==> config.mk <==
export PLATFORM = sky130hd
export DESIGN_NAME = rcbr_fifo
export DESIGN_NICKNAME = d
export VERILOG_FILES = /design/src/rtl/core/rcbr_pkg.sv /design/src/rtl/core/rcbr_fifo.sv
export SDC_FILE = /design/constraint.sdc
export NUM_CORES = 1
export LEC_CHECK = 0
export BUFFER_PORTS_ARGS = -buffer_cell sky130_fd_sc_hd__buf_4
export CAP_MARGIN = 40
export CORE_MARGIN = 1.5
export CORE_UTILIZATION = 51
export DETAILED_ROUTE_END_ITERATION = 8
export PLACE_DENSITY = 0.75
export RECOVER_POWER = 50
export SETUP_SLACK_MARGIN = 0.05
export SLEW_MARGIN = 10
export SYNTH_ARGS = -nofsm -noshare
export SYNTH_HDL_FRONTEND = slang
export SYNTH_SLANG_ARGS = --single-unit
==> constraint.sdc <==
create_clock -name aclk -period 2.4 [get_ports aclk]
set_clock_uncertainty 0.05 [all_clocks]
set_input_delay 0.24 -clock aclk [delete_from_list [all_inputs] [get_ports aclk]]
set_output_delay 0.24 -clock aclk [all_outputs]
set_load 0.1 [all_outputs]
==> src/rtl/core/rcbr_pkg.sv <==
// Shared types, register codes and constants for the crop and tile reduction block.
package rcbr_pkg;

    localparam int SAMPLE_W    = 32;
    localparam int COLS_W      = 11;
    localparam int ROWS_W      = 11;
    localparam int CROP_W      = 9;
    localparam int FACTOR_W    = 4;
    localparam int CFG_DATA_W  = 11;
    localparam int CFG_IDX_W   = 3;

    localparam logic [CFG_IDX_W-1:0] REG_FRAME_COLS  = 3'd0;
    localparam logic [CFG_IDX_W-1:0] REG_FRAME_ROWS  = 3'd1;
    localparam logic [CFG_IDX_W-1:0] REG_CROP_WIDTH  = 3'd2;
    localparam logic [CFG_IDX_W-1:0] REG_FACTOR      = 3'd3;
    localparam logic [CFG_IDX_W-1:0] REG_REDUCE_MODE = 3'd4;

    localparam logic [COLS_W-1:0]   RST_FRAME_COLS  = 11'd1024;
    localparam logic [ROWS_W-1:0]   RST_FRAME_ROWS  = 11'd1024;
    localparam logic [CROP_W-1:0]   RST_CROP_WIDTH  = 9'd0;
    localparam logic [FACTOR_W-1:0] RST_FACTOR      = 4'd1;
    localparam logic                RST_REDUCE_MODE = 1'b0;

    localparam logic MODE_MEAN = 1'b0;
    localparam logic MODE_PICK = 1'b1;

    // reciprocal table: floor(2^RECIP_SHIFT / f), exact to within one for coordinates below 2^14
    localparam int RECIP_SHIFT = 14;
    localparam int RECIP_W     = 15;
    localparam int FIDX_W      = 5;

    // queue entry widths cover the largest supported frame and factor
    localparam int ADDR_W      = 13;
    localparam int QUEUE_DEPTH = 4;
    localparam int QPTR_W      = 2;

    typedef struct packed {
        logic [COLS_W-1:0]   frame_cols;
        logic [ROWS_W-1:0]   frame_rows;
        logic [CROP_W-1:0]   crop_width;
        logic [FACTOR_W-1:0] factor;
        logic                reduce_mode;
    } cfg_t;

    typedef enum logic [1:0] {
        OP_LOAD,
        OP_ADD,
        OP_KEEP
    } op_t;

    typedef struct packed {
        logic signed [SAMPLE_W-1:0] sample;
        logic [ADDR_W-1:0]          tx;
        logic [FIDX_W-1:0]          factor;
        op_t                        op;
        logic                       emit;
        logic                       frame_end;
        logic                       mode;
    } entry_t;

    function automatic logic [RECIP_W-1:0] recip(input logic [FIDX_W-1:0] f);
        logic [RECIP_W-1:0] r;
        unique case (f)
            5'd2:    r = 15'd8192;
            5'd3:    r = 15'd5461;
            5'd4:    r = 15'd4096;
            5'd5:    r = 15'd3276;
            5'd6:    r = 15'd2730;
            5'd7:    r = 15'd2340;
            5'd8:    r = 15'd2048;
            5'd9:    r = 15'd1820;
            5'd10:   r = 15'd1638;
            5'd11:   r = 15'd1489;
            5'd12:   r = 15'd1365;
            5'd13:   r = 15'd1260;
            5'd14:   r = 15'd1170;
            5'd15:   r = 15'd1092;
            5'd16:   r = 15'd1024;
            default: r = 15'd16384;
        endcase
        return r;
    endfunction

endpackage

==> src/rtl/core/rcbr_fifo.sv <==
// Short queue of classified beats between the front and back ends.
module rcbr_fifo (
    input  logic              aclk,
    input  logic              aresetn,
    input  logic              push,
    input  rcbr_pkg::entry_t  push_data,
    output logic              full,
    input  logic              pop,
    output rcbr_pkg::entry_t  pop_data,
    output logic              empty
);
    import rcbr_pkg::*;

    entry_t              q_mem [QUEUE_DEPTH];
    logic [QPTR_W-1:0]   wr_ptr_reg;
    logic [QPTR_W-1:0]   rd_ptr_reg;
    logic [QPTR_W:0]     count_reg;

    assign full     = (count_reg == (QPTR_W+1)'(QUEUE_DEPTH));
    assign empty    = (count_reg == '0);
    assign pop_data = q_mem[rd_ptr_reg];

    always_ff @(posedge aclk) begin
        if (push) begin
            q_mem[wr_ptr_reg] <= push_data;
        end
    end

    always_ff @(posedge aclk) begin
        if (!aresetn) begin
            wr_ptr_reg <= '0;
            rd_ptr_reg <= '0;
            count_reg  <= '0;
        end else begin
            if (push) begin
                wr_ptr_reg <= wr_ptr_reg + QPTR_W'(1);
            end
            if (pop) begin
                rd_ptr_reg <= rd_ptr_reg + QPTR_W'(1);
            end
            if (push && !pop) begin
                count_reg <= count_reg + (QPTR_W+1)'(1);
            end else if (pop && !push) begin
                count_reg <= count_reg - (QPTR_W+1)'(1);
            end
        end
    end

endmodule

== Yosys cells after proc, flatten, opt, wreduce, memory -nomap -nowiden ==
Memory sizes are Yosys's and may differ from the RTL's. A register that Yosys moved wholly into a read port is not among the register bits.
Cells that the tools add are included.
Cells by class
  equal/unequal tests: 1
  add/sub/neg operators: 4
  mux-type cells: 6
  reductions and logical operators: 6
Operator list (number)
  2-to-1 mux 3 bit: 2
  adder 2 x 1 -> 2 bit, second input constant: 2
  2-to-1 mux 2 bit: 2
  adder 3 x 1 -> 3 bit, second input constant: 1
  equality test 3 bit, second input constant: 1
  zero test 3 bit: 1
  subtractor 3 x 1 -> 3 bit, second input constant: 1
  logical AND 1 bit: 2
  zero test 1 bit: 2
  2-to-1 mux 1 bit: 2
  nonzero test 2 bit: 1
Word-level totals
  output and inout bits: 57
  bits in writable memories: 220
  memories: 1
  register bits: 7
Memory list
  q_mem: depth 4, bits a word 55, read ports 1, clocked after memory_dff 1, write ports 1, RTL line rcbr_fifo.sv:14  | entry_t q_mem [QUEUE_DEPTH];

== Depth between registers and ports, before layout ==
Gate-level depths: netlist (run 1).
  depth after elaboration: 4
  depth in mapped cells: 7

== Worst setup path after synthesis (run 1) ==
Ideal clock, no wire load.
  path kind: flip-flop to output port
  from: reg count_reg[0]
  to: out full
  cell stages (with the launch flop): 2
  slack: -0.443 ns
  data arrival time: 2.553 ns
  required time: 2.110 ns
  cell sequence: dfxtp_1 -> nor3b_1
Between the ends
  longest elaborated chain between the ends: 1
Ends and longest elaborated chain
  start, declared: RTL line rcbr_fifo.sv:17  | logic [QPTR_W:0] count_reg;
  start signal, assigned: RTL line rcbr_fifo.sv:42  | count_reg <= count_reg + (QPTR_W+1)'(1);
  start signal, assigned: RTL line rcbr_fifo.sv:44  | count_reg <= count_reg - (QPTR_W+1)'(1);
  equality test 3 bit: RTL line rcbr_fifo.sv:19  | assign full = (count_reg == (QPTR_W+1)'(QUEUE_DEPTH));
  end, declared: RTL line rcbr_fifo.sv:7  | output logic full,
Every way passes these cells.

==> out/summary.txt, run 1 <==
Antenna Nets Post-Route - 0
ranking of synthesized cells by area - edfxtp_1 (78%), mux4_2 (13%), dfxtp_1 (2.1%)
reg2reg setup slack - 0.14 ns
effective utilization at floorplan - 52.63%
Comb power frac - 20.0%
Placed Cells - 659
Mapped Area - 8451 µm²
worst-case clock buffer depth - 3
syn avg cell area - 25.61 µm²
core area - 16060 µm²
unique cell type count in the Yosys netlist - 22
initial antenna violation count - 0
vias per cell - 5.295
Synth top area share - 78.18%
Largest register FFs - 220
DIE WIDTH - 131.7 µm
Iter 0 DRT Violations - 244
Diodes inserted - 0
Synth area leader - edfxtp_1
final instance area - 10730 µm²
period utilisation layout - 94.64%
crit path launch type - flip-flop
worst slew pin tran - 1.206 ns
Arr. time, crit path - 1.98 ns
hold depth - 3
die height - 131.7 µm
Reg power frac - 45.3%
Placer Congestion - 0.6901
Worst Setup End Kind - output pin
Total GRT Usage - 17.37%
fmax - 440.3 MHz
FF+latch count, synth - 229
VDD IR max - 0.6906 mV
FF-to-FF path depth - 4
RSZ-0062 raised after global routing - yes
final setup violating endpoints - 0
hold wc startpoint - pop
nets - 589
share of cells above drive strength 1 - 29.31%
Crit Path Max Fanout - 32
Slew HR - 19.62%
row count - 46
Routed WL per cell - 19.65 µm
Top Ports - 116
Overall Power - 10.26 mW
MaxCap Viol Count - 0
H-tree lvl count - 1
die area - 17350 µm²
total CTS buffers - 23
Placed Area - 9618 µm²
global route total overflow - 0
largest net degree at the start of global routing - 37
CTS tree - done
critical path class - flip-flop to output pin
clock share of power - 34.7%
Final Max Tran Viols - 0
P_int - 7.311 mW
DRT Wirelength - 14830 µm
CTS root buf - clkbuf_16
fraction of the yosys area taken by sequential cells - 80.31%
postcts setup bufs - 0
status - complete, no violations
Final Hold Viols - 0
first-pass GRT wire length - 23200 µm
setup TNS - 0 ns
Worst R2R Start - wr_ptr_reg[0]
Initial DRT Pass Iterations - 6
clock tree sinks - 229
DPL Wire Length - 8671 µm
WP data required - 2.11 ns
Hold Path Class - primary input to flip-flop
LEAKAGE - 3.581 nW
Final min period - 2.271 ns
Finished Layout Cells - 755
vias in the first global route - 4342
via count - 3998
cell area power density - 955.6 nW/µm²
Ys Warns - 0
clk_lat worst skew - 0.49 ns
synthesis-to-layout area growth - 27.01%
IO buf count - 115
DRC - 0
syn nets - 395
Sw Share - 28.71%
NetSw - 2.945 mW
Worst-path clk slew - 0.06 ns
Mapped Cells - 330
[cell families after synthesis]
group | share of synthesized area [%]
muxes | 15.12
buffers and inverters | 1.851
xor gates and xnor gates | 0.5183
DFF | 80.31
and+or+nand+nor | 1.081
AOI/OAI and AO/OA | 0.1480
adders and majority gates | 0.9772
[cell usage after synthesis, drive strengths merged]
library cell  number
a21boi             1
and2               9
buf               11
clkbuf             1
dfxtp              9
edfxtp           220
fa                 1
ha                 5
inv                4
mux2i              2
mux4              55
nand2              1
nor2b              2
nor3               1
nor3b              1
o21ai              1
or3                1
xnor2              2
xor2               3
[worst max-delay path, stage by stage (launching register included)]
cell	delay (ns)
dfxtp_4	0.38
buf_16	0.25
mux4_1	0.58
buf_4	0.25
[metal layers]
layer  track usage, %  vias up  wire (µm)
met5                0        -          0
met4            4.691        0        254
met3            3.665       23        806
met2            30.20      116       7682
met1            22.46     2067       6088
li1                 -     1792          -
[power by group through the flow]
stage | logic (mW) | registers [mW] | clock network (mW)
after detailed placement | 2.04 | 4.73 | 0
after CTS | 2.12 | 4.65 | 3.62
after floorplan | 1.60 | 4.72 | 0
after global placement | 2.02 | 4.71 | 0
final | 2.05 | 4.65 | 3.56
after global routing | 2.13 | 4.66 | 3.78
[cells in the final DEF (no fill, tap or decap), types with 3 or more instances in the layout]
cell type / n
and2_0: 5
buf_12: 5
buf_4: 64
bufinv_16: 4
clkbuf_1: 57
clkbuf_16: 23
clkinv_1: 6
clkinv_2: 3
dfxtp_1: 7
dlygate4sd3_1: 56
edfxtp_1: 220
ha_1: 5
inv_1: 4
mux4_1: 5
mux4_2: 50
xor2_1: 3
[layout make-up]
cell class / instances / area [µm²]
clock buffers: 25 / 583.1
clock inverters: 15 / 175.2
fillers: 1047 / 5325
inverters: 4 / 15.01
multi-input cells: 85 / 1523
flip-flops and latches: 229 / 6792
well taps: 216 / 270.3
repair buffers: 181 / 1375
[final timing paths]
path                   to
max          pop_data[41]
min reg2reg  count_reg[2]
max reg2reg  q_mem[0][15]
min             flip-flop
[stage by stage]
| step | setup WS (ns) | utilization, % | hold slack, ns |
|---|---|---|---|
| finish | 0.1286 | 66.84 | 0.05401 |
| global route | 0.02867 | 66.84 | 0.04474 |
| CTS | 0.08687 | 68.11 | 0.03560 |
| detailed placement | 0.6163 | 59.90 | 0.3928 |
| global placement | 0.6071 | 59.90 | 0.3879 |
| floorplan | 0.08692 | - | 0.2889 |
[what timing repair did]
item,in CTS,in global routing
resized for setup,0,1
endpoints found under the setup margin,0,1
hold buffers,56,0
endpoints found under the hold margin,229,0
Note: power is estimated with default switching activity, not from simulation.
==> run 2, diff against run 1 <==
CORE_UTILIZATION = 45   (was 51)
PLACE_DENSITY = default   (was 0.75)
clock period = 2.2 ns   (was 2.4 ns; I/O delays follow)
==> out/summary.txt, run 2 (synthesized netlist as in run 1, its figures left out) <==
CP Cell Sequence - buf_12, mux4_1, buf_6
worst slew pin tran - 0.8122 ns
Antenna Nets Post-Route - 0
CTS root buf - clkbuf_16
Arr. time, crit path - 1.94 ns
Worst path top cell family by delay - multiplexers
Worst-path clk slew - 0.06 ns
first-pass GRT wire length - 24700 µm
Final Hold Viols - 0
critical path class - flip-flop to output pin
Largest register FFs - 220
RSZ-0062 raised after global routing - yes
Reg power frac - 43.7%
die area - 19610 µm²
Routed WL per cell - 20.10 µm
nets - 602
Placed Cells - 678
H-tree lvl count - 1
Final Max Tran Viols - 0
NetSw - 3.330 mW
cell area power density - 1023 nW/µm²
setup TNS - -0.01369 ns
MaxCap Viol Count - 0
hold slack - 0.03070 ns
DRC - 0
vias per cell - 5.194
VDD IR max - 0.8653 mV
IO buf count - 115
Worst path max stage delay - 0.59 ns
Slew HR - 45.85%
Finished Layout Cells - 782
Total GRT Usage - 16.60%
total CTS buffers - 25
Iter 0 DRT Violations - 162
clock share of power - 34.0%
Worst Setup End Kind - output pin
DIE WIDTH - 140.0 µm
failing checks - negative setup slack
via count - 4062
WP data required - 1.93 ns
share of cells above drive strength 1 - 31.46%
effective utilization at floorplan - 46.41%
Buffers & Inverters on Critical Path - 2
die height - 140.0 µm
Final min period - 2.210 ns
Sw Share - 28.70%
most common cell after layout, fill and taps aside - edfxtp_1
fmax - 452.5 MHz
Util after Layout - 62.32%
row count - 49
period utilisation layout - 100.5%
initial antenna violation count - 0
clock tree sinks - 229
status - finished with violations
Worst path slowest cell - mux4_1
Crit Path Max Fanout - 15
core area - 18210 µm²
Comb power frac - 22.2%
crit path launch type - flip-flop
P_int - 8.273 mW
LEAKAGE - 3.815 nW
DRT Wirelength - 15720 µm
Diodes inserted - 0
worst-case clock buffer depth - 3
Placer Congestion - 0.7303
final setup margin - -0.01017 ns
final setup violating endpoints - 2
synthesis-to-layout area growth - 34.28%
Initial DRT Pass Iterations - 4
clk_lat worst skew - 0.51 ns
largest net degree at the start of global routing - 25
Top Ports - 116
CTS tree - done
DPL Wire Length - 9466 µm
vias in the first global route - 4529
global route total overflow - 0
Fillers - 1313
most frequent cells in the layout - edfxtp_1 (220), clkbuf_1 (59), dlygate4sd3_1 (57)
Hold Path Class - primary input to flip-flop
[run 2: stage by stage]
step / setup WS, ns / cell area, µm² / total power [mW]
3_5_place_dp: 0.3381 / 9726 / 7.423
3_3_place_gp: 0.3472 / 9726 / 7.392
6_report: -0.01017 / 11350 / 11.60
4_1_cts: -0.05389 / 11520 / 11.75
2_1_floorplan: 0.3514 / 8466 / 6.887
5_1_grt: -0.06220 / 11350 / 11.95
[run 2: what timing repair did]
item                                    4_1_cts  5_1_grt
gates cloned                                  1        0
endpoints found under the setup margin       53       52
hold buffers                                 57        0
endpoints found under the hold margin       229        0
setup buffers                                 2        1
gates resized for setup                      94       12
[run 2: layer usage]
metal | routed length, µm | GRT usage [%]
met5 | 0 | 0
met4 | 367 | 4.654
met3 | 697 | 3.145
met2 | 8173 | 29.82
met1 | 6479 | 20.69
[run 2: tightest hold or removal path: cells and delay by family]
family                    cells  cell delay (ns)
and+or+nand+nor               1             0.15
buffers and inverters         1             0.10
xor gates and xnor gates      1             0.07
[run 2: final timing paths]
| check | cells after the start | end | slack [ns] | start |
|---|---|---|---|---|
| max | 3 | pop_data[50] | -0.01 | flip-flop |
| min | 3 | rd_ptr_reg[0] | 0.03 | pop |
| max reg2reg | 4 | q_mem[2][14] | 0.23 | wr_ptr_reg[0] |
| min reg2reg | 2 | count_reg[2] | 0.48 | count_reg[2] |
[run 2: power groups by stage]
| stage | registers [mW] | clock network [mW] | logic (mW) |
|---|---|---|---|
| floorplan | 5.14 | 0 | 1.75 |
| global placement | 5.16 | 0 | 2.23 |
| detailed placement | 5.18 | 0 | 2.25 |
| CTS | 5.08 | 4.05 | 2.62 |
| global route | 5.09 | 4.19 | 2.67 |
| finish | 5.08 | 3.95 | 2.58 |
[run 2: cell type report]
class,instances,area [µm²],area share [%]
Inverter,4,15.01,0.1323
Tap cell,229,286.5,2.525
Clock buffer,31,678.2,5.976
Sequential cell,229,6794,59.87
Timing Repair Buffer,192,1954,17.22
Clock inverter,12,107.6,0.9483
Multi-Input combinational cell,85,1511,13.32
==> run 3, diff against run 2 <==
ABC_AREA = 1   (was default)
BUFFER_PORTS_ARGS = -buffer_cell sky130_fd_sc_hd__buf_2   (was -buffer_cell sky130_fd_sc_hd__buf_4)
==> out/summary.txt, run 3 <==
worst-case clock buffer depth - 3
Placer Congestion - 0.7034
DIE WIDTH - 141.2 µm
global route total overflow - 0
P_int - 7.908 mW
Total GRT Usage - 18.96%
synthesis-to-layout area growth - 33.34%
CTS tree - done
row count - 50
status - complete, no violations
fraction of the yosys area taken by sequential cells - 78.96%
VDD IR max - 0.7310 mV
NetSw - 3.320 mW
Mapped Cells - 590
simple-gate portion of the synthesized area - 5.663%
Synth top cells by count - edfxtp_1 (220), nor2_1 (115), o21ai_0 (71)
most common cell after layout, fill and taps aside - edfxtp_1
most frequent cell after synthesis - edfxtp_1
Final min period - 2.118 ns
H-tree lvl count - 1
Antenna Nets Post-Route - 0
period utilisation layout - 96.26%
initial antenna violation count - 0
Mapped Area - 8594 µm²
Worst Setup End Kind - output pin
Reg power frac - 44.8%
Routed WL per cell - 18.15 µm
worst slew pin tran - 0.8189 ns
die area - 19940 µm²
multiplexer share of the synthesized area - 0%
final setup violating endpoints - 0
Post-synth EDFFs - 220
critical path class - flip-flop to output pin
fmax - 472.2 MHz
nets - 835
crit path launch type - flip-flop
Comb power frac - 20.5%
Ys Warns - 0
CTS root buf - clkbuf_16
MaxCap Viol Count - 0
ranking of synthesized cells by area - edfxtp_1 (77%), nor2_1 (5.0%), o21ai_0 (4.1%)
post-synthesis adder-cell area fraction - 0.9608%
vias in the first global route - 5695
Initial DRT Pass Iterations - 6
LEAKAGE - 4.015 nW
WP data required - 1.93 ns
effective utilization at floorplan - 45.95%
cell area power density - 979.9 nW/µm²
postcts setup bufs - 0
clock share of power - 34.6%
DRC - 0
most frequent cells in the layout - edfxtp_1 (220), nor2_1 (115), o21ai_0 (68)
Final Max Tran Viols - 0
syn avg cell area - 14.57 µm²
Diodes inserted - 0
syn nets - 655
FF+latch count, synth - 229
unique cell type count in the Yosys netlist - 19
Primary FF master, synth - edfxtp_1
Crit Path Max Fanout - 68
Largest register FFs - 220
clk_lat worst skew - 0.50 ns
RSZ-0062 raised after global routing - yes
setup TNS - 0 ns
via count - 5397
largest family of logic cells by synthesized area - compound AO/OA/AOI/OAI gates
clock tree sinks - 229
Overall Power - 11.23 mW
vias per cell - 5.286
DPL Wire Length - 10610 µm
DRT Wirelength - 18530 µm
ys async rst share - 0%
hold slack - 0.02264 ns
Top Ports - 116
Arr. time, crit path - 1.85 ns
core area - 18710 µm²
Synth top area share - 76.87%
Worst-path clk slew - 0.06 ns
Final Hold Viols - 0
Placed Cells - 921
IO buf count - 115
Synth Area in Compound Gates - 10.99%
Finished Layout Cells - 1021
Sw Share - 29.57%
Util after Layout - 61.26%
Hold Path Class - primary input to flip-flop
Synth area leader - edfxtp_1
die height - 141.2 µm
fraction of synthesized cell area in xor and xnor cells - 0%
total CTS buffers - 25
Iter 0 DRT Violations - 293
largest net degree at the start of global routing - 69
first-pass GRT wire length - 29410 µm
share of cells above drive strength 1 - 21.98%
Slew HR - 45.41%
run 3: cell types whose count changed after synthesis, sizes merged, moves of 13 or more:
cell,delta
nor2,+115
mux4,-55
o22ai,+55
inv,+13
clkbuf,+17
o21ai,+115
run 3: final cells by class:
cell class	count	area (µm²)
Multi-Input combinational cell	309	1858
Inverter	17	67.56
Fill cell	1419	7246
Clock buffer	29	640.6
Sequential cell	229	6792
Timing Repair Buffer	188	1679
Clock inverter	15	130.1
Tap cell	234	292.8
run 3: cells by family after synthesis:
| logic type | after synthesis |
|---|---|
| AO/OA/AOI/OAI | 175 |
| adder cells (fa/ha/maj) | 6 |
| buffers and inverters | 52 |
| AND/OR/NAND/NOR | 128 |
| flip-flops | 229 |
run 3: timing repair:
item	CTS	global route
hold buffers	56	0
endpoints found under the hold margin	226	0
gates resized for setup	56	28
endpoints found under the setup margin	46	50
run 3: final timing paths:
kind | from | to | slack [ns] | cells after the start
max | flip-flop | pop_data[38] | 0.08 | 5
min | pop | rd_ptr_reg[0] | 0.02 | 3
max reg2reg | wr_ptr_reg[0] | q_mem[2][21] | 0.28 | 5
min reg2reg | rd_ptr_reg[1] | flip-flop | 0.41 | 1
run 3: routing by layer:
metal / wire length [µm] / vias to the layer above / global-route usage (%)
met5: 0 / - / 0
met4: 247 / 0 / 4.715
met3: 987 / 21 / 3.736
met2: 9330 / 139 / 33.41
met1: 7968 / 2658 / 24.15
li1: - / 2579 / -
run 3: worst max-delay path, stage by stage (launching register included):
cell and delay, ns:
dfxtp_4 0.36, clkinv_2 0.09, buf_16 0.26, nor2_1 0.09, o22ai_2 0.22, buf_6 0.25
run 3: through the flow:
stage	setup slack (ns)	cell area, µm²
floorplan	-0.4784	8939
global placement	0.4285	9971
detailed placement	0.4076	9971
CTS	0.04598	11460
global route	0.02897	11460
finish	0.08221	11460
run 3: power groups by stage:
stage / sequential, mW / clock [mW] / combinational (mW)
floorplan: 5.11 / 0 / 1.62
global placement: 5.11 / 0 / 2.09
global route: 5.04 / 4.16 / 2.42
detailed placement: 5.12 / 0 / 2.12
finish: 5.03 / 3.89 / 2.31
CTS: 5.03 / 3.99 / 2.30
