**config.mk**
```make
export PLATFORM = sky130hd
export DESIGN_NAME = rcbr_front
export DESIGN_NICKNAME = d
export VERILOG_FILES = /design/src/rtl/core/rcbr_pkg.sv /design/src/rtl/core/rcbr_front.sv
export SDC_FILE = /design/constraint.sdc
export NUM_CORES = 1
export LEC_CHECK = 0
export BUFFER_PORTS_ARGS = -buffer_cell sky130_fd_sc_hd__buf_2
export CORE_UTILIZATION = 57
export CTS_BUF_LIST = sky130_fd_sc_hd__clkbuf_2 sky130_fd_sc_hd__clkbuf_4 sky130_fd_sc_hd__clkbuf_8
export DETAILED_ROUTE_END_ITERATION = 8
export PLACE_DENSITY = 0.77
export SETUP_SLACK_MARGIN = 0.15
export SLEW_MARGIN = 20
export SYNTH_ARGS = -nofsm -noshare
export SYNTH_HDL_FRONTEND = slang
export SYNTH_SLANG_ARGS = --single-unit
```
**constraint.sdc**
```tcl
create_clock -name aclk -period 9.1 [get_ports aclk]
set_input_delay 1.365 -clock aclk [delete_from_list [all_inputs] [get_ports aclk]]
set_output_delay 1.365 -clock aclk [all_outputs]
set_load 0.01 [all_outputs]
```
**src/rtl/core/rcbr_pkg.sv**
```systemverilog
// Shared types, register codes and constants for the crop and tile reduction block.
package rcbr_pkg;

    localparam int SAMPLE_W    = 32;
    localparam int COLS_W      = 11;
    localparam int ROWS_W      = 11;
    localparam int CROP_W      = 9;
    localparam int FACTOR_W    = 4;
    localparam int CFG_DATA_W  = 11;
    localparam int CFG_IDX_W   = 3;

    localparam logic [CFG_IDX_W-1:0] REG_FRAME_COLS  = 3'd0;
    localparam logic [CFG_IDX_W-1:0] REG_FRAME_ROWS  = 3'd1;
    localparam logic [CFG_IDX_W-1:0] REG_CROP_WIDTH  = 3'd2;
    localparam logic [CFG_IDX_W-1:0] REG_FACTOR      = 3'd3;
    localparam logic [CFG_IDX_W-1:0] REG_REDUCE_MODE = 3'd4;

    localparam logic [COLS_W-1:0]   RST_FRAME_COLS  = 11'd1024;
    localparam logic [ROWS_W-1:0]   RST_FRAME_ROWS  = 11'd1024;
    localparam logic [CROP_W-1:0]   RST_CROP_WIDTH  = 9'd0;
    localparam logic [FACTOR_W-1:0] RST_FACTOR      = 4'd1;
    localparam logic                RST_REDUCE_MODE = 1'b0;

    localparam logic MODE_MEAN = 1'b0;
    localparam logic MODE_PICK = 1'b1;

    // reciprocal table: floor(2^RECIP_SHIFT / f), exact to within one for coordinates below 2^14
    localparam int RECIP_SHIFT = 14;
    localparam int RECIP_W     = 15;
    localparam int FIDX_W      = 5;

    // queue entry widths cover the largest supported frame and factor
    localparam int ADDR_W      = 13;
    localparam int QUEUE_DEPTH = 4;
    localparam int QPTR_W      = 2;

    typedef struct packed {
        logic [COLS_W-1:0]   frame_cols;
        logic [ROWS_W-1:0]   frame_rows;
        logic [CROP_W-1:0]   crop_width;
        logic [FACTOR_W-1:0] factor;
        logic                reduce_mode;
    } cfg_t;

    typedef enum logic [1:0] {
        OP_LOAD,
        OP_ADD,
        OP_KEEP
    } op_t;

    typedef struct packed {
        logic signed [SAMPLE_W-1:0] sample;
        logic [ADDR_W-1:0]          tx;
        logic [FIDX_W-1:0]          factor;
        op_t                        op;
        logic                       emit;
        logic                       frame_end;
        logic                       mode;
    } entry_t;

    function automatic logic [RECIP_W-1:0] recip(input logic [FIDX_W-1:0] f);
        logic [RECIP_W-1:0] r;
        unique case (f)
            5'd2:    r = 15'd8192;
            5'd3:    r = 15'd5461;
            5'd4:    r = 15'd4096;
            5'd5:    r = 15'd3276;
            5'd6:    r = 15'd2730;
            5'd7:    r = 15'd2340;
            5'd8:    r = 15'd2048;
            5'd9:    r = 15'd1820;
            5'd10:   r = 15'd1638;
            5'd11:   r = 15'd1489;
            5'd12:   r = 15'd1365;
            5'd13:   r = 15'd1260;
            5'd14:   r = 15'd1170;
            5'd15:   r = 15'd1092;
            5'd16:   r = 15'd1024;
            default: r = 15'd16384;
        endcase
        return r;
    endfunction

endpackage

```
**src/rtl/core/rcbr_front.sv**
```systemverilog
// Front end: raster counters, crop and tile classification, queue push.
module rcbr_front #(
    parameter int MAX_COLS   = 1024,
    parameter int MAX_ROWS   = 1024,
    parameter int MAX_FACTOR = 8
) (
    input  logic              aclk,
    input  logic              aresetn,
    input  rcbr_pkg::cfg_t    cfg,
    input  logic              s_tvalid,
    output logic              s_tready,
    input  logic [31:0]       s_tdata,
    output logic              push,
    output rcbr_pkg::entry_t  push_data,
    input  logic              full
);
    import rcbr_pkg::*;

    localparam int CW  = (MAX_COLS > 1) ? $clog2(MAX_COLS) : 1;
    localparam int RW  = (MAX_ROWS > 1) ? $clog2(MAX_ROWS) : 1;
    localparam int CCW = $clog2(MAX_COLS + 1);
    localparam int RCW = $clog2(MAX_ROWS + 1);
    localparam int XW0 = (CCW > RCW) ? CCW : RCW;
    localparam int XW  = (XW0 > CROP_W + 1) ? XW0 : CROP_W + 1;
    localparam int FW  = $clog2(MAX_FACTOR + 1);
    localparam int PW  = XW + RECIP_W;

    typedef enum logic [1:0] {
        F_IDLE,
        F_MUL,
        F_REM,
        F_PUSH
    } fstate_t;

    fstate_t state_reg;

    logic [CW-1:0] col_reg;
    logic [RW-1:0] row_reg;

    logic signed [SAMPLE_W-1:0] sample_reg;
    logic [XW-1:0]   x_reg;
    logic [XW-1:0]   y_reg;
    logic            in_reg;
    logic [XW-1:0]   kc_reg;
    logic [XW-1:0]   kr_reg;
    logic [FW-1:0]   f_reg;
    logic            mode_reg;
    logic [XW-1:0]   qx_reg;
    logic [XW-1:0]   qy_reg;
    logic [FW:0]     rx_reg;
    logic [FW:0]     ry_reg;

    logic [XW-1:0]   cols;
    logic [XW-1:0]   rows;
    logic [FW-1:0]   f;
    logic            crop_on;
    logic [XW-1:0]   c;
    logic [XW:0]     c2;
    logic [XW-1:0]   kc;
    logic [XW-1:0]   kr;
    logic [XW-1:0]   colx;
    logic [XW-1:0]   rowy;
    logic [XW:0]     col_inc;
    logic [XW:0]     row_inc;
    logic            col_wrap;
    logic            row_wrap;
    logic [RECIP_W-1:0] rcp;
    logic [PW-1:0]   px;
    logic [PW-1:0]   py;
    logic [XW-1:0]   mqx;
    logic [XW-1:0]   mqy;
    logic [FW:0]     fx;
    logic            ox_big;
    logic            oy_big;
    logic [FW-1:0]   ox;
    logic [FW-1:0]   oy;
    logic [XW-1:0]   tx;
    logic [XW-1:0]   sx;
    logic [XW-1:0]   sy;
    logic            inx;
    logic            iny;
    logic            lastx;
    logic            lasty;
    logic [FW-1:0]   mid;
    logic [FW-1:0]   fm1;
    logic            tile_end;
    logic            first;
    logic            centre;
    op_t             op;
    logic            keep;

    always_comb begin
        cols = (cfg.frame_cols == '0) ? XW'(1) :
               (32'(cfg.frame_cols) > MAX_COLS) ? XW'(MAX_COLS) : XW'(cfg.frame_cols);
        rows = (cfg.frame_rows == '0) ? XW'(1) :
               (32'(cfg.frame_rows) > MAX_ROWS) ? XW'(MAX_ROWS) : XW'(cfg.frame_rows);
        f    = (cfg.factor == '0) ? FW'(1) :
               (32'(cfg.factor) > MAX_FACTOR) ? FW'(MAX_FACTOR) : FW'(cfg.factor);
        crop_on = (rows > XW'(cfg.crop_width)) && (cols > XW'(cfg.crop_width));
        c    = crop_on ? XW'(cfg.crop_width) : '0;
        c2   = {c, 1'b0};
        kc   = (c2 >= {1'b0, cols}) ? '0 : XW'({1'b0, cols} - c2);
        kr   = (c2 >= {1'b0, rows}) ? '0 : XW'({1'b0, rows} - c2);
        colx = XW'(col_reg);
        rowy = XW'(row_reg);
        col_inc  = (XW+1)'(colx) + (XW+1)'(1);
        row_inc  = (XW+1)'(rowy) + (XW+1)'(1);
        col_wrap = col_inc >= {1'b0, cols};
        row_wrap = row_inc >= {1'b0, rows};
    end

    always_comb begin
        rcp = recip(FIDX_W'(f_reg));
        px  = PW'(x_reg) * PW'(rcp);
        py  = PW'(y_reg) * PW'(rcp);
        mqx = qx_reg * XW'(f_reg);
        mqy = qy_reg * XW'(f_reg);
    end

    always_comb begin
        fx     = {1'b0, f_reg};
        ox_big = rx_reg >= fx;
        oy_big = ry_reg >= fx;
        ox     = FW'(ox_big ? rx_reg - fx : rx_reg);
        oy     = FW'(oy_big ? ry_reg - fx : ry_reg);
        tx     = qx_reg + XW'(ox_big);
        sx     = x_reg - XW'(ox);
        sy     = y_reg - XW'(oy);
        inx    = ({1'b0, sx} + (XW+1)'(f_reg)) <= {1'b0, kc_reg};
        iny    = ({1'b0, sy} + (XW+1)'(f_reg)) <= {1'b0, kr_reg};
        lastx  = ({1'b0, sx} + ((XW+1)'(f_reg) << 1)) > {1'b0, kc_reg};
        lasty  = ({1'b0, sy} + ((XW+1)'(f_reg) << 1)) > {1'b0, kr_reg};
        mid    = f_reg >> 1;
        fm1    = f_reg - FW'(1);
        tile_end = (ox == fm1) && (oy == fm1);
        first    = (ox == '0) && (oy == '0);
        centre   = (ox == mid) && (oy == mid);
        if (mode_reg == MODE_MEAN) begin
            op = first ? OP_LOAD : OP_ADD;
        end else begin
            op = centre ? OP_LOAD : OP_KEEP;
        end
        keep = in_reg && inx && iny && ((op != OP_KEEP) || tile_end);
    end

    always_comb begin
        push_data.sample    = sample_reg;
        push_data.tx        = ADDR_W'(tx);
        push_data.factor    = FIDX_W'(f_reg);
        push_data.op        = op;
        push_data.emit      = tile_end;
        push_data.frame_end = lastx && lasty;
        push_data.mode      = mode_reg;
    end

    assign s_tready = (state_reg == F_IDLE);
    assign push     = (state_reg == F_PUSH) && !full && keep;

    always_ff @(posedge aclk) begin
        if (!aresetn) begin
            state_reg <= F_IDLE;
            col_reg   <= '0;
            row_reg   <= '0;
        end else begin
            unique case (state_reg)
                F_IDLE: begin
                    if (s_tvalid) begin
                        sample_reg <= s_tdata;
                        x_reg      <= colx - c;
                        y_reg      <= rowy - c;
                        in_reg     <= (colx >= c) && (rowy >= c);
                        kc_reg     <= kc;
                        kr_reg     <= kr;
                        f_reg      <= f;
                        mode_reg   <= cfg.reduce_mode;
                        if (col_wrap) begin
                            col_reg <= '0;
                            row_reg <= row_wrap ? '0 : RW'(row_inc);
                        end else begin
                            col_reg <= CW'(col_inc);
                        end
                        state_reg <= F_MUL;
                    end
                end
                F_MUL: begin
                    qx_reg    <= XW'(px >> RECIP_SHIFT);
                    qy_reg    <= XW'(py >> RECIP_SHIFT);
                    state_reg <= F_REM;
                end
                F_REM: begin
                    rx_reg    <= (FW+1)'(x_reg - mqx);
                    ry_reg    <= (FW+1)'(y_reg - mqy);
                    state_reg <= F_PUSH;
                end
                F_PUSH: begin
                    if (!full) begin
                        state_reg <= F_IDLE;
                    end
                end
            endcase
        end
    end

endmodule

```
# Yosys cells after proc, flatten, opt, wreduce, memory -nomap -nowiden
# Memories as Yosys holds them, arrays and structs flattened.
# Cells that the tools add are included.
classes:
  n_addsub: 18
  n_mul: 4
  magnitude_cmp: 17
  n_eq_ne: 10
  n_mux: 16
  reduce_logical: 26
ops:
  columns: ["op", "n"]
  rows:
  - ["11-bit by 15-bit multiplier with 25-bit output", 2]
  - ["11-bit 2-to-1 mux", 4]
  - ["11-bit by 4-bit adder with 12-bit output", 2]
  - ["11-bit by 5-bit adder with 12-bit output", 2]
  - ["12-bit by 11-bit > comparator with 1-bit output", 2]
  - ["12-bit by 11-bit less-or-equal comparator with 1-bit output", 2]
  - ["10-bit by 1-bit adder with 11-bit output, second input constant", 2]
  - ["10-bit by 11-bit >= comparator with 1-bit output", 2]
  - ["11-bit >= comparator", 2]
  - ["11-bit > comparator, second input constant", 2]
  - ["11-bit by 9-bit > comparator with 1-bit output", 2]
  - ["11-bit zero test", 2]
  - ["11-bit by 4-bit multiplier with 5-bit output", 2]
  - ["10-bit by 9-bit subtractor with 11-bit output", 2]
  - ["11-bit by 10-bit subtractor with 11-bit output", 2]
  - ["11-bit by 4-bit subtractor with 11-bit output", 2]
  - ["10-bit by 9-bit >= comparator with 1-bit output", 2]
  - ["10-bit 2-to-1 mux", 2]
  - ["4-bit zero test", 3]
  - ["4-bit 2-to-1 mux", 3]
  - ["11-bit by 1-bit adder with 11-bit output", 1]
  - ["1-bit logical AND", 11]
  - ["5-bit by 4-bit >= comparator with 1-bit output", 2]
  - ["5-bit subtractor", 2]
  - ["18 further kinds", 31]
totals:
  ff_bits: 136
  mem_bits_ro: 240
  input_bits: 72
  out_inout_bits: 57
  elab_cells: 108
  mem_count: 1
mem_list:
  columns: ["name", "depth", "word_bits", "read_ports", "rd_ports_with_merged_regs", "wr", "line_no", "rtl"]
  rows:
  - ["(no name shown)", 16, 15, 1, 0, 0, "rcbr_pkg.sv:63", "unique case (f)"]

# Logic depth before layout (Yosys ltp)
# Gate-level depths: netlist of run 1.
logic_depth:
  depth_word: 10
  mapped_depth: 28
  depth_no_buf: 27

# Worst setup path after synthesis of run 1
# No wires, ideal clock.
synth_timing:
  path_kind: "register -> output"
  start: "register f_reg[1]"
  end: "output port push"
  t_arrival_ns: 5.921
  required_time_ns: 7.735
  path_slack_ns: 1.814
  path_stages_with_launch: 26
  n_path_buf: 1
  path_cell_list: "edfxtp_1 -> clkbuf_1 -> inv_1 -> ha_1 -> nor2b_1 -> o31ai_1 -> a21oi_1 -> or2_2 -> ha_1 -> fa_1 -> inv_1 -> ha_1 -> a21o_1 -> a21o_1 -> a21oi_1 -> a21oi_1 -> o211ai_1 -> nor2_1 -> xnor2_1 -> ha_1 -> and4_1 -> nand2_1 -> or3_1 -> o21ai_0 -> nand4_1 -> a211oi_1"
synth_via:
  elab_chain_len: 10
  word_cells_on_any_way: 31
  cone_classes: "7 x add/sub; 4 x order compare; 5 x eq/ne; 5 x mux; 10 x reduce/logical"
synth_lines:
  columns: ["element", "line_no", "rtl"]
  rows:
  - ["start: declaration", "rcbr_front.sv:46", "logic [FW-1:0] f_reg;"]
  - ["start signal: assignment", "rcbr_front.sv:174", "f_reg <= f;"]
  - ["parallel branches: the longest is 8 deep, another holds 11-bit by 4-bit adder with 12-bit output", null, null]
  - ["1-bit logical AND *", "rcbr_front.sv:143", "keep = in_reg && inx && iny && ((op != OP_KEEP) || tile_end);"]
  - ["1-bit logical AND *", "rcbr_front.sv:157", "assign push = (state_reg == F_PUSH) && !full && keep;"]
  - ["end: declaration", "rcbr_front.sv:13", "output logic push,"]
# Mark *: on every way between the ends.

# Worst setup path after layout of run 1
# Same ends and word-level chain as after synthesis.

==> flow_summary_export.csv, run 1 <==
group,metric,value,unit
die,die_h,194,um
status,status,"completed",
min_path,hold_class,"flop to flop",
clock_network,post_cts_buffers,0,
logic_synthesis,synthCells,2353,
detailed_routing,ant_nets,0,
clock_network,cts_max_path_buffers,2,
detailed_routing,wire_per_inst,18.5,um
logic_synthesis,synth_warnings,0,
power_and_ir_drop,power,8.92,mW
grt,grt_pass1_wl,90.4,mm
logic_synthesis,synthTopCellsByArea,"fa_1 (22%), ha_1 (17%), edfxtp_1 (15%)",
finish,design_area,0.0225,mm^2
clock_network,clkTransAtPathRegs,90,ps
die,core,0.0365,mm^2
timing,slew_viol_final,0,
finish,largest_reg_flops,32,
place,dpl.hpwl,41.6,mm
logic_synthesis,async_reset_ff_share,0,%
logic_synthesis,synth.distinct_cells,76,
die,die_area,0.0378,mm^2
finish,fillers,3161,
timing,tightest_slew,1070,ps
logic_synthesis,synth-main-ff-cell,"edfxtp_1",
finish,area_growth,6.89,%
timing,hold_viol_final,0,
run,drv_cap,0,
clock_network,clock-sinks,130,
timing,rsz0062_at_grt,"false",
critical_path,startpoint_type,"flop",
place,portBuffers,125,
critical_path,critPathArrivalTime,6930,ps
power_and_ir_drop,ir_drop,0.382,mV
timing,fin_skew,17.8,ps
logic_synthesis,synth_edf_count,108,
clock_network,clock_latency,470,ps
critical_path,crit_path_max_fanout,11,
detailed_routing,drc_errors,0,
power_and_ir_drop,p_per_area,396,mW/mm^2
grt,antenna_found_initial,0,
clock_network,cts_max_level,4,
grt,grt-ovfl-total,0,
logic_synthesis,ys_ff_latch,130,
logic_synthesis,synth_area,0.0211,mm^2
timing,maxSlewHeadroom,28.9,%
clock_network,root_buffer,"clkbuf_8",
detailed_routing,wirelength,53.8,mm
logic_synthesis,synth_top_area_cell,"fa_1",
detailed_routing,routed_via_density,5.84,
logic_synthesis,yosysMostFrequentCell,"inv_1",
timing,period_minus_slack,8300,ps
critical_path,worst-setup-path-type,"flop to output port",
place,gp_congestion,0.901,
clock_network,cts_tree,"built",
finish,nNetsFinal,3009,
timing,setup_viol,0,
grt,track_usage,29.9,%
finish,antenna_cells,0,
grt,grt_max_degree,84,
clock_network,cts_buffers,17,
die,die_x,194,um
logic_synthesis,seq_area_frac_synth,17.5,%
timing,tns,0,ps
die,row_count,70,
logic_synthesis,ys_top_cells_by_count,"inv_1 (344), nand2_1 (291), ha_1 (280)",
die,ios,129,
detailed_routing,vias,16981,
grt,grt_pass1_vias,18280,
logic_synthesis,synth_area_per_cell,8.96,um^2
critical_path,crit_path_end_kind,"output port",
die,start_util,57.7,%
finish,layout-drive-gt1-share,8.73,%
detailed_routing,drt_iter0_drc,1045,
power_and_ir_drop,p_leak,10.6,nW
logic_synthesis,synth_top_area_share,21.9,%
detailed_routing,dr.pass1.iters,5,
timing,fmax,0.121,GHz
place,place_area,0.0221,mm^2
timing,fin_crit_sh,91.2,%
critical_path,cp_data_required_time,7740,ps
repair_timing:
item / CTS / global route
endpoints found under the setup margin: 0 / 1
gates resized for setup: 0 / 1
hold buffers: 0 / 0
layout make-up:
type / count / area, um^2 / area share, %
Inverter: 344 / 1290 / 5.73
Timing Repair Buffer: 151 / 833 / 3.70
Sequential cell: 130 / 3680 / 16.3
Clock inverter: 15 / 189 / 0.838
Clock buffer: 17 / 234 / 1.04
Tap cell: 468 / 586 / 2.60
Multi-Input combinational cell: 1782 / 15700 / 69.8
path summary, 6_finish.rpt:
check	end	depth (start not counted)	start	slack (ps)
max	push	23	f_reg[1]$_SDFFCE_PP0P_	800
min	row_reg[8]$_SDFFE_PN0P_	1	row_reg[8]$_SDFFE_PN0P_	530
max reg2reg	qx_reg[10]$_DFFE_PP_	25	f_reg[0]$_SDFFCE_PP1P_	1500
min reg2reg	row_reg[8]$_SDFFE_PN0P_	1	row_reg[8]$_SDFFE_PN0P_	530
critical path: stages (launching register included):
cell and delay [ps]:
edfxtp_1 390, inv_1 470, ha_1 350, nor2b_1 160, o31ai_1 230, buf_4 220, a21oi_1 110, or2_2 320
ha_1 390, o21ai_1 170, nand2b_1 260, a21boi_2 560, xor2_1 470, xnor2_1 170, ha_1 320, a21oi_1 190
nor2b_1 70, o21ai_0 160, a21oi_1 110, o31a_1 240, o21ai_0 330, nand4_1 140, a211oi_1 390, buf_2 220
layout by cell type (no fill, tap or decap), types with 6 or more instances in the layout:
master / count
a2111oi_0: 11
a211oi_1: 23
a21boi_0: 14
a21o_1: 29
a21oi_1: 65
a31oi_1: 14
and2_1: 136
and3_1: 25
buf_2: 125
buf_4: 25
clkbuf_8: 17
dfxtp_1: 22
edfxtp_1: 108
fa_1: 231
ha_1: 280
inv_1: 344
mux2i_1: 10
nand2_1: 291
nand2b_1: 21
nand3_1: 43
nand3b_1: 6
nand4_1: 25
nor2_1: 78
nor2b_1: 48
nor3_1: 27
nor4_1: 13
o2111ai_1: 6
o211ai_1: 21
o21a_1: 29
o21ai_0: 66
o21ai_1: 10
o2bb2ai_1: 6
or2_2: 11
or3_1: 8
xnor2_1: 95
xor2_1: 44
per-layer routing:
metal / track usage, % / wire [um] / vias up
li1: - / - / 7968
met1: 36.7 / 22000 / 8341
met2: 52.9 / 26900 / 561
met3: 3.99 / 2980 / 111
met4: 12.2 / 1910 / 0
met5: 0 / 0 / -
kinds of logic after synthesis:
logic type	share of synthesized area (%)
other	0.0178
AND/OR/NAND/NOR	17.8
adder cells (fa/ha/maj)	38.5
flip-flops	17.5
multiplexers	0.475
buffers and inverters	8.06
XOR/XNOR	5.77
AO/OA/AOI/OAI	11.8
metrics by stage:
stage / utilization [%] / worst slack (ps) / hold slack, ps / instances
6_report: 61.7 / 804 / 534 / 2907
3_5_place_dp: 60.5 / 1190 / 516 / 2874
3_3_place_gp: 60.5 / 1420 / 499 / 2874
4_1_cts: 61.6 / 644 / 530 / 2906
5_1_grt: 61.7 / 246 / 550 / 2907
2_1_floorplan: - / 1810 / 479 / 2355
power by group:
group / total (mW) / internal [mW] / switching [mW]
Sequential: 1.13 / 0.982 / 0.147
Combinational: 7.25 / 3.19 / 4.06
Clock: 0.543 / 0.257 / 0.286
Total: 8.92 / 4.43 / 4.49
No activity file was read; power rests on OpenSTA's default activity.
==> inputs of run 2 (changes only) <==
--- a/config.mk
+++ b/config.mk
@@ -6,9 +6,11 @@
 export NUM_CORES = 1
 export LEC_CHECK = 0
 export BUFFER_PORTS_ARGS = -buffer_cell sky130_fd_sc_hd__buf_2
+export CORE_ASPECT_RATIO = 1.4
 export CORE_UTILIZATION = 57
 export CTS_BUF_LIST = sky130_fd_sc_hd__clkbuf_2 sky130_fd_sc_hd__clkbuf_4 sky130_fd_sc_hd__clkbuf_8
 export DETAILED_ROUTE_END_ITERATION = 8
+export GPL_TIMING_DRIVEN = 0
 export PLACE_DENSITY = 0.77
 export SETUP_SLACK_MARGIN = 0.15
 export SLEW_MARGIN = 20
==> flow_summary_export.csv, run 2 (same netlist as run 1, synthesis figures left out) <==
group,metric,value,unit
critical_path,r2r_slack,1000,ps
die,ios,129,
timing,fin_skew,14.3,ps
critical_path,cp_common_cell,"ha_1",
clock_network,cts_max_path_buffers,2,
finish,regArea,0.00368,mm^2
grt,use_met3,3.91,%
clock_network,clock_latency,490,ps
detailed_routing,dr.pass1.iters,7,
critical_path,cpPeakStageDelay,440,ps
finish,fin_util,62.4,%
grt,met2_usage,55.7,%
detailed_routing,ant_nets,0,
place,dp_slack,73.2,ps
die,row_count,83,
timing,period_minus_slack,8430,ps
timing,fmax,0.119,GHz
finish,largest_reg_flops,32,
timing,hold_viol_final,0,
finish,fillers,3146,
finish,multi_input_area,0.0157,mm^2
detailed_routing,drt_iter0_drc,1128,
critical_path,cp_data_required_time,7740,ps
critical_path,crit_path_max_fanout,10,
finish,layout_common_cells,"inv_1 (343), nand2_1 (291), ha_1 (280)",
timing,fin_crit_sh,92.6,%
critical_path,r2r-end,"qy_reg[4]$_DFFE_PP_",
clock_network,clock-sinks,130,
timing,setup_viol,0,
grt,grt_pass1_vias,18268,
power_and_ir_drop,ir_drop,0.523,mV
critical_path,critPathBufInv,5,
finish,layout_commonest_cell,"inv_1",
clock_network,root_buffer,"clkbuf_8",
timing,slew_viol_final,0,
timing,whs,519,ps
clock_network,cts_tree,"built",
clock_network,cts_max_level,4,
place,gp_congestion,0.968,
power_and_ir_drop,p_per_area,397,mW/mm^2
min_path,min_to,"row_reg[8]$_SDFFE_PN0P_",
finish,area_growth,8.22,%
critical_path,startpoint_type,"flop",
critical_path,critPathArrivalTime,7060,ps
critical_path,cpLargestDelayFamily,"compound AO/OA/AOI/OAI gates",
place,dpl.hpwl,45.5,mm
clock_network,clkTransAtPathRegs,80,ps
detailed_routing,routed_via_density,5.82,
run,drv_cap,0,
grt,antenna_found_initial,2,
grt,grt_use_met1,34.2,%
timing,setup_slack,673,ps
grt,track_usage,30.9,%
critical_path,worst-setup-path-type,"flop to output port",
power_and_ir_drop,p_leak,10.7,nW
die,die_area,0.0378,mm^2
min_path,hold_class,"flop to flop",
min_path,hold-path-cell-count,1,
critical_path,rr_worst_depth,23,
finish,nNetsFinal,3089,
die,die_x,165,um
timing,tns,0,ps
die,core,0.0366,mm^2
detailed_routing,wire_per_inst,18.6,um
grt,grt-busiest-layer,"met2",
timing,tightest_slew,951,ps
die,start_util,57.7,%
status,status,"completed",
die,die_h,230,um
timing,maxSlewHeadroom,36.6,%
critical_path,crit_path_top_delay_cell,"o21ai_0",
detailed_routing,drc_errors,0,
finish,design_area,0.0228,mm^2
grt,grt_pass1_wl,90.7,mm
clock_network,cts_buffers,17,
critical_path,crit_path_end_kind,"output port",
timing,rsz0062_at_grt,"false",
detailed_routing,vias,17405,
critical_path,timing.rr.start,"f_reg[0]$_SDFFCE_PP1P_",
detailed_routing,wirelength,55.7,mm
grt,grt_max_degree,53,
place,portBuffers,125,
min_path,min_from,"row_reg[8]$_SDFFE_PN0P_",
grt,grt-ovfl-total,0,
place,place_area,0.0223,mm^2
finish,layout-drive-gt1-share,8.42,%
run 2: changes by cell type in the layout (fill, tap and decap cells not counted), sizes merged:
cell      previous run  this run
clkinv               2         5
buf                151       144
inv                353       346
clkinvlp             2         5
clkbuf              17       105
diode                0         2
run 2: power breakdown:
part           total (mW)  leakage [nW]  switching [mW]  internal [mW]
clock network       0.502         0.190           0.253          0.249
logic                7.49          9.32            4.24           3.25
registers            1.08          1.17          0.0949          0.982
run 2: worst max path at each step:
| stage | slack (ps) | from | cells past startpoint | to |
|---|---|---|---|---|
| floorplan | 1810 | f_reg[1]$_SDFFCE_PP0P_ | 25 | push |
| global placement | 220 | f_reg[1]$_SDFFCE_PP0P_ | 27 | push |
| detailed placement | 70 | f_reg[1]$_SDFFCE_PP0P_ | 25 | push |
| CTS | 360 | f_reg[2]$_SDFFCE_PP0P_ | 27 | push |
| global route | 200 | f_reg[1]$_SDFFCE_PP0P_ | 28 | push |
| finish | 670 | f_reg[1]$_SDFFCE_PP0P_ | 28 | push |
run 2: what timing repair did:
item / in CTS / in global routing
endpoints found under the hold margin: 0 / 0
hold buffers: 0 / 0
setup endpoints to repair: 2 / 2
cloned: 0 / 0
setup buffers: 3 / 3
gates resized for setup: 2 / 6
run 2: stage by stage:
| stage | instances | power, mW |
|---|---|---|
| 2_1_floorplan | 2355 | 6.64 |
| 3_3_place_gp | 2947 | 8.23 |
| 3_5_place_dp | 2948 | 8.48 |
| 4_1_cts | 2983 | 9.08 |
| 5_1_grt | 2987 | 10.2 |
| 6_report | 2988 | 9.06 |
run 2: cell type report:
class                           count  share of cell area, %
Inverter                          344                   5.67
Sequential cell                   130                   16.1
Clock buffer                       18                   1.06
Multi-Input combinational cell   1782                   69.0
Buffer                             99                   1.80
Tap cell                          467                   2.56
Clock inverter                     14                  0.685
Antenna cell                        2                 0.0219
Timing Repair Buffer              132                   3.06
run 2: routing by layer:
layer | vias up | part of all wire [%]
li1 | 8156 | -
met1 | 8403 | 37
met4 | 0 | 6.0
met2 | 646 | 52
met5 | - | 0
met3 | 200 | 5.2
==> inputs of run 3 (changes only) <==
==> constraint.sdc (replaced) <==
create_clock -name aclk -period 10.6 [get_ports aclk]
set_input_delay 1.59 -clock aclk [delete_from_list [all_inputs] [get_ports aclk]]
set_output_delay 1.59 -clock aclk [all_outputs]
set_load 0.01 [all_outputs]
==> flow_summary_export.csv, run 3 (same netlist as run 1, synthesis figures left out) <==
group,metric,value,unit
status,status,"completed",
timing,fin_crit_sh,92.4,%
timing,tns,0,ps
power_and_ir_drop,p_leak,10.6,nW
grt,antenna_found_initial,2,
timing,rsz0062_at_grt,"false",
clock_network,clock-sinks,130,
place,dpl.hpwl,45.5,mm
finish,fillers,3142,
grt,track_usage,30.9,%
clock_network,post_cts_buffers,0,
place,place_area,0.0223,mm^2
clock_network,root_buffer,"clkbuf_8",
die,row_count,83,
critical_path,cp_data_required_time,9010,ps
critical_path,startpoint_type,"flop",
critical_path,crit_path_max_fanout,14,
timing,maxSlewHeadroom,35.8,%
power_and_ir_drop,ir_drop,0.449,mV
clock_network,cts_max_path_buffers,2,
die,ios,129,
die,core,0.0366,mm^2
finish,nNetsFinal,3083,
grt,grt_max_degree,53,
timing,whs,522,ps
detailed_routing,ant_nets,0,
critical_path,cpPeakStageDelay,900,ps
detailed_routing,dr.pass1.iters,7,
detailed_routing,drt_iter0_drc,1168,
grt,grt-ovfl-total,0,
clock_network,cts_tree,"built",
timing,tightest_slew,964,ps
clock_network,cts_buffers,17,
timing,fmax,0.102,GHz
die,start_util,57.7,%
finish,area_growth,7.96,%
place,portBuffers,125,
min_path,hold_class,"flop to flop",
critical_path,crit_path_top_delay_cell,"edfxtp_1",
place,gp_congestion,0.968,
clock_network,cts_max_level,4,
clock_network,clkTransAtPathRegs,80,ps
grt,grt_pass1_vias,18262,
finish,layout_common_cells,"inv_1 (344), nand2_1 (291), ha_1 (280)",
critical_path,critPathArrivalTime,8200,ps
timing,setup_slack,810,ps
finish,layout_commonest_cell,"inv_1",
die,die_h,230,um
timing,fin_skew,13.9,ps
critical_path,crit_path_end_kind,"output port",
finish,layout-drive-gt1-share,8.00,%
detailed_routing,wire_per_inst,18.6,um
timing,hold_viol_final,0,
die,die_x,165,um
detailed_routing,drc_errors,0,
detailed_routing,vias,17362,
finish,design_area,0.0228,mm^2
place,dp.cells,2948,
finish,largest_reg_flops,32,
power_and_ir_drop,power,7.76,mW
clock_network,clock_latency,490,ps
detailed_routing,wirelength,55.5,mm
power_and_ir_drop,p_per_area,341,mW/mm^2
die,die_area,0.0378,mm^2
run,drv_cap,0,
grt,grt_pass1_wl,90.5,mm
timing,period_minus_slack,9790,ps
critical_path,cp_common_cell,"ha_1",
finish,fin_util,62.3,%
place,dp_slack,1350,ps
critical_path,worst-setup-path-type,"flop to output port",
timing,slew_viol_final,0,
detailed_routing,routed_via_density,5.82,
finish,stdcell_count,2983,
timing,setup_viol,0,
[run 3: cell types whose count changed in the layout (fill, tap and decap cells not counted)]
cell / previous run / this run
a21boi_1: 3 / 4
a21boi_2: 2 / 1
buf_4: 13 / 7
clkbuf_1: 85 / 87
clkbuf_2: 2 / 0
clkinvlp_4: 5 / 4
diode_2: 2 / 3
inv_1: 343 / 344
o21ai_1: 4 / 5
o21ai_2: 2 / 1
[run 3: final timing paths]
check | startpoint | to | slack [ps] | cells past startpoint
min | row_reg[8]$_SDFFE_PN0P_ | row_reg[8]$_SDFFE_PN0P_ | 520 | 1
max reg2reg | f_reg[1]$_SDFFCE_PP0P_ | qx_reg[10]$_DFFE_PP_ | 1850 | 26
min reg2reg | row_reg[8]$_SDFFE_PN0P_ | row_reg[8]$_SDFFE_PN0P_ | 520 | 1
max | f_reg[1]$_SDFFCE_PP0P_ | push | 810 | 25
[run 3: final cells by class]
class	instances	area (um^2)	share of cell area (%)
antenna	3	7.51	0.0330
buffer	99	409	1.80
clock buffer	18	241	1.06
clock inverter	14	156	0.687
inverter	344	1290	5.67
multi-input combinational	1782	15700	69.1
sequential	130	3680	16.2
tap	467	584	2.57
timing repair buffer	126	653	2.87
[run 3: critical path, delay by kind of cell (launching register included)]
family,cells,cell delay [ps]
xor gates and xnor gates,2,680
AOI/OAI and AO/OA,9,2330
DFF,1,900
adders and majority gates,3,910
buffers and inverters,5,1640
and+or+nand+nor,6,1250
[run 3: report_power, final]
group	internal (mW)	switching (mW)	total, mW
Combinational	2.77	3.62	6.40
Clock	0.214	0.217	0.430
Sequential	0.843	0.0884	0.931
Total	3.83	3.93	7.76
[run 3: routing by layer]
metal / vias up / track usage, % / part of all wire [%]
met5: - / 0 / 0
met4: 0 / 18.4 / 6.4
met3: 205 / 3.69 / 5.3
met2: 611 / 55.6 / 52
met1: 8403 / 34.2 / 37
li1: 8143 / - / -
[run 3: what timing repair did]
action,4_1_cts,5_1_grt
resized for setup,0,1
hold buffers,0,0
setup endpoints to repair,0,1
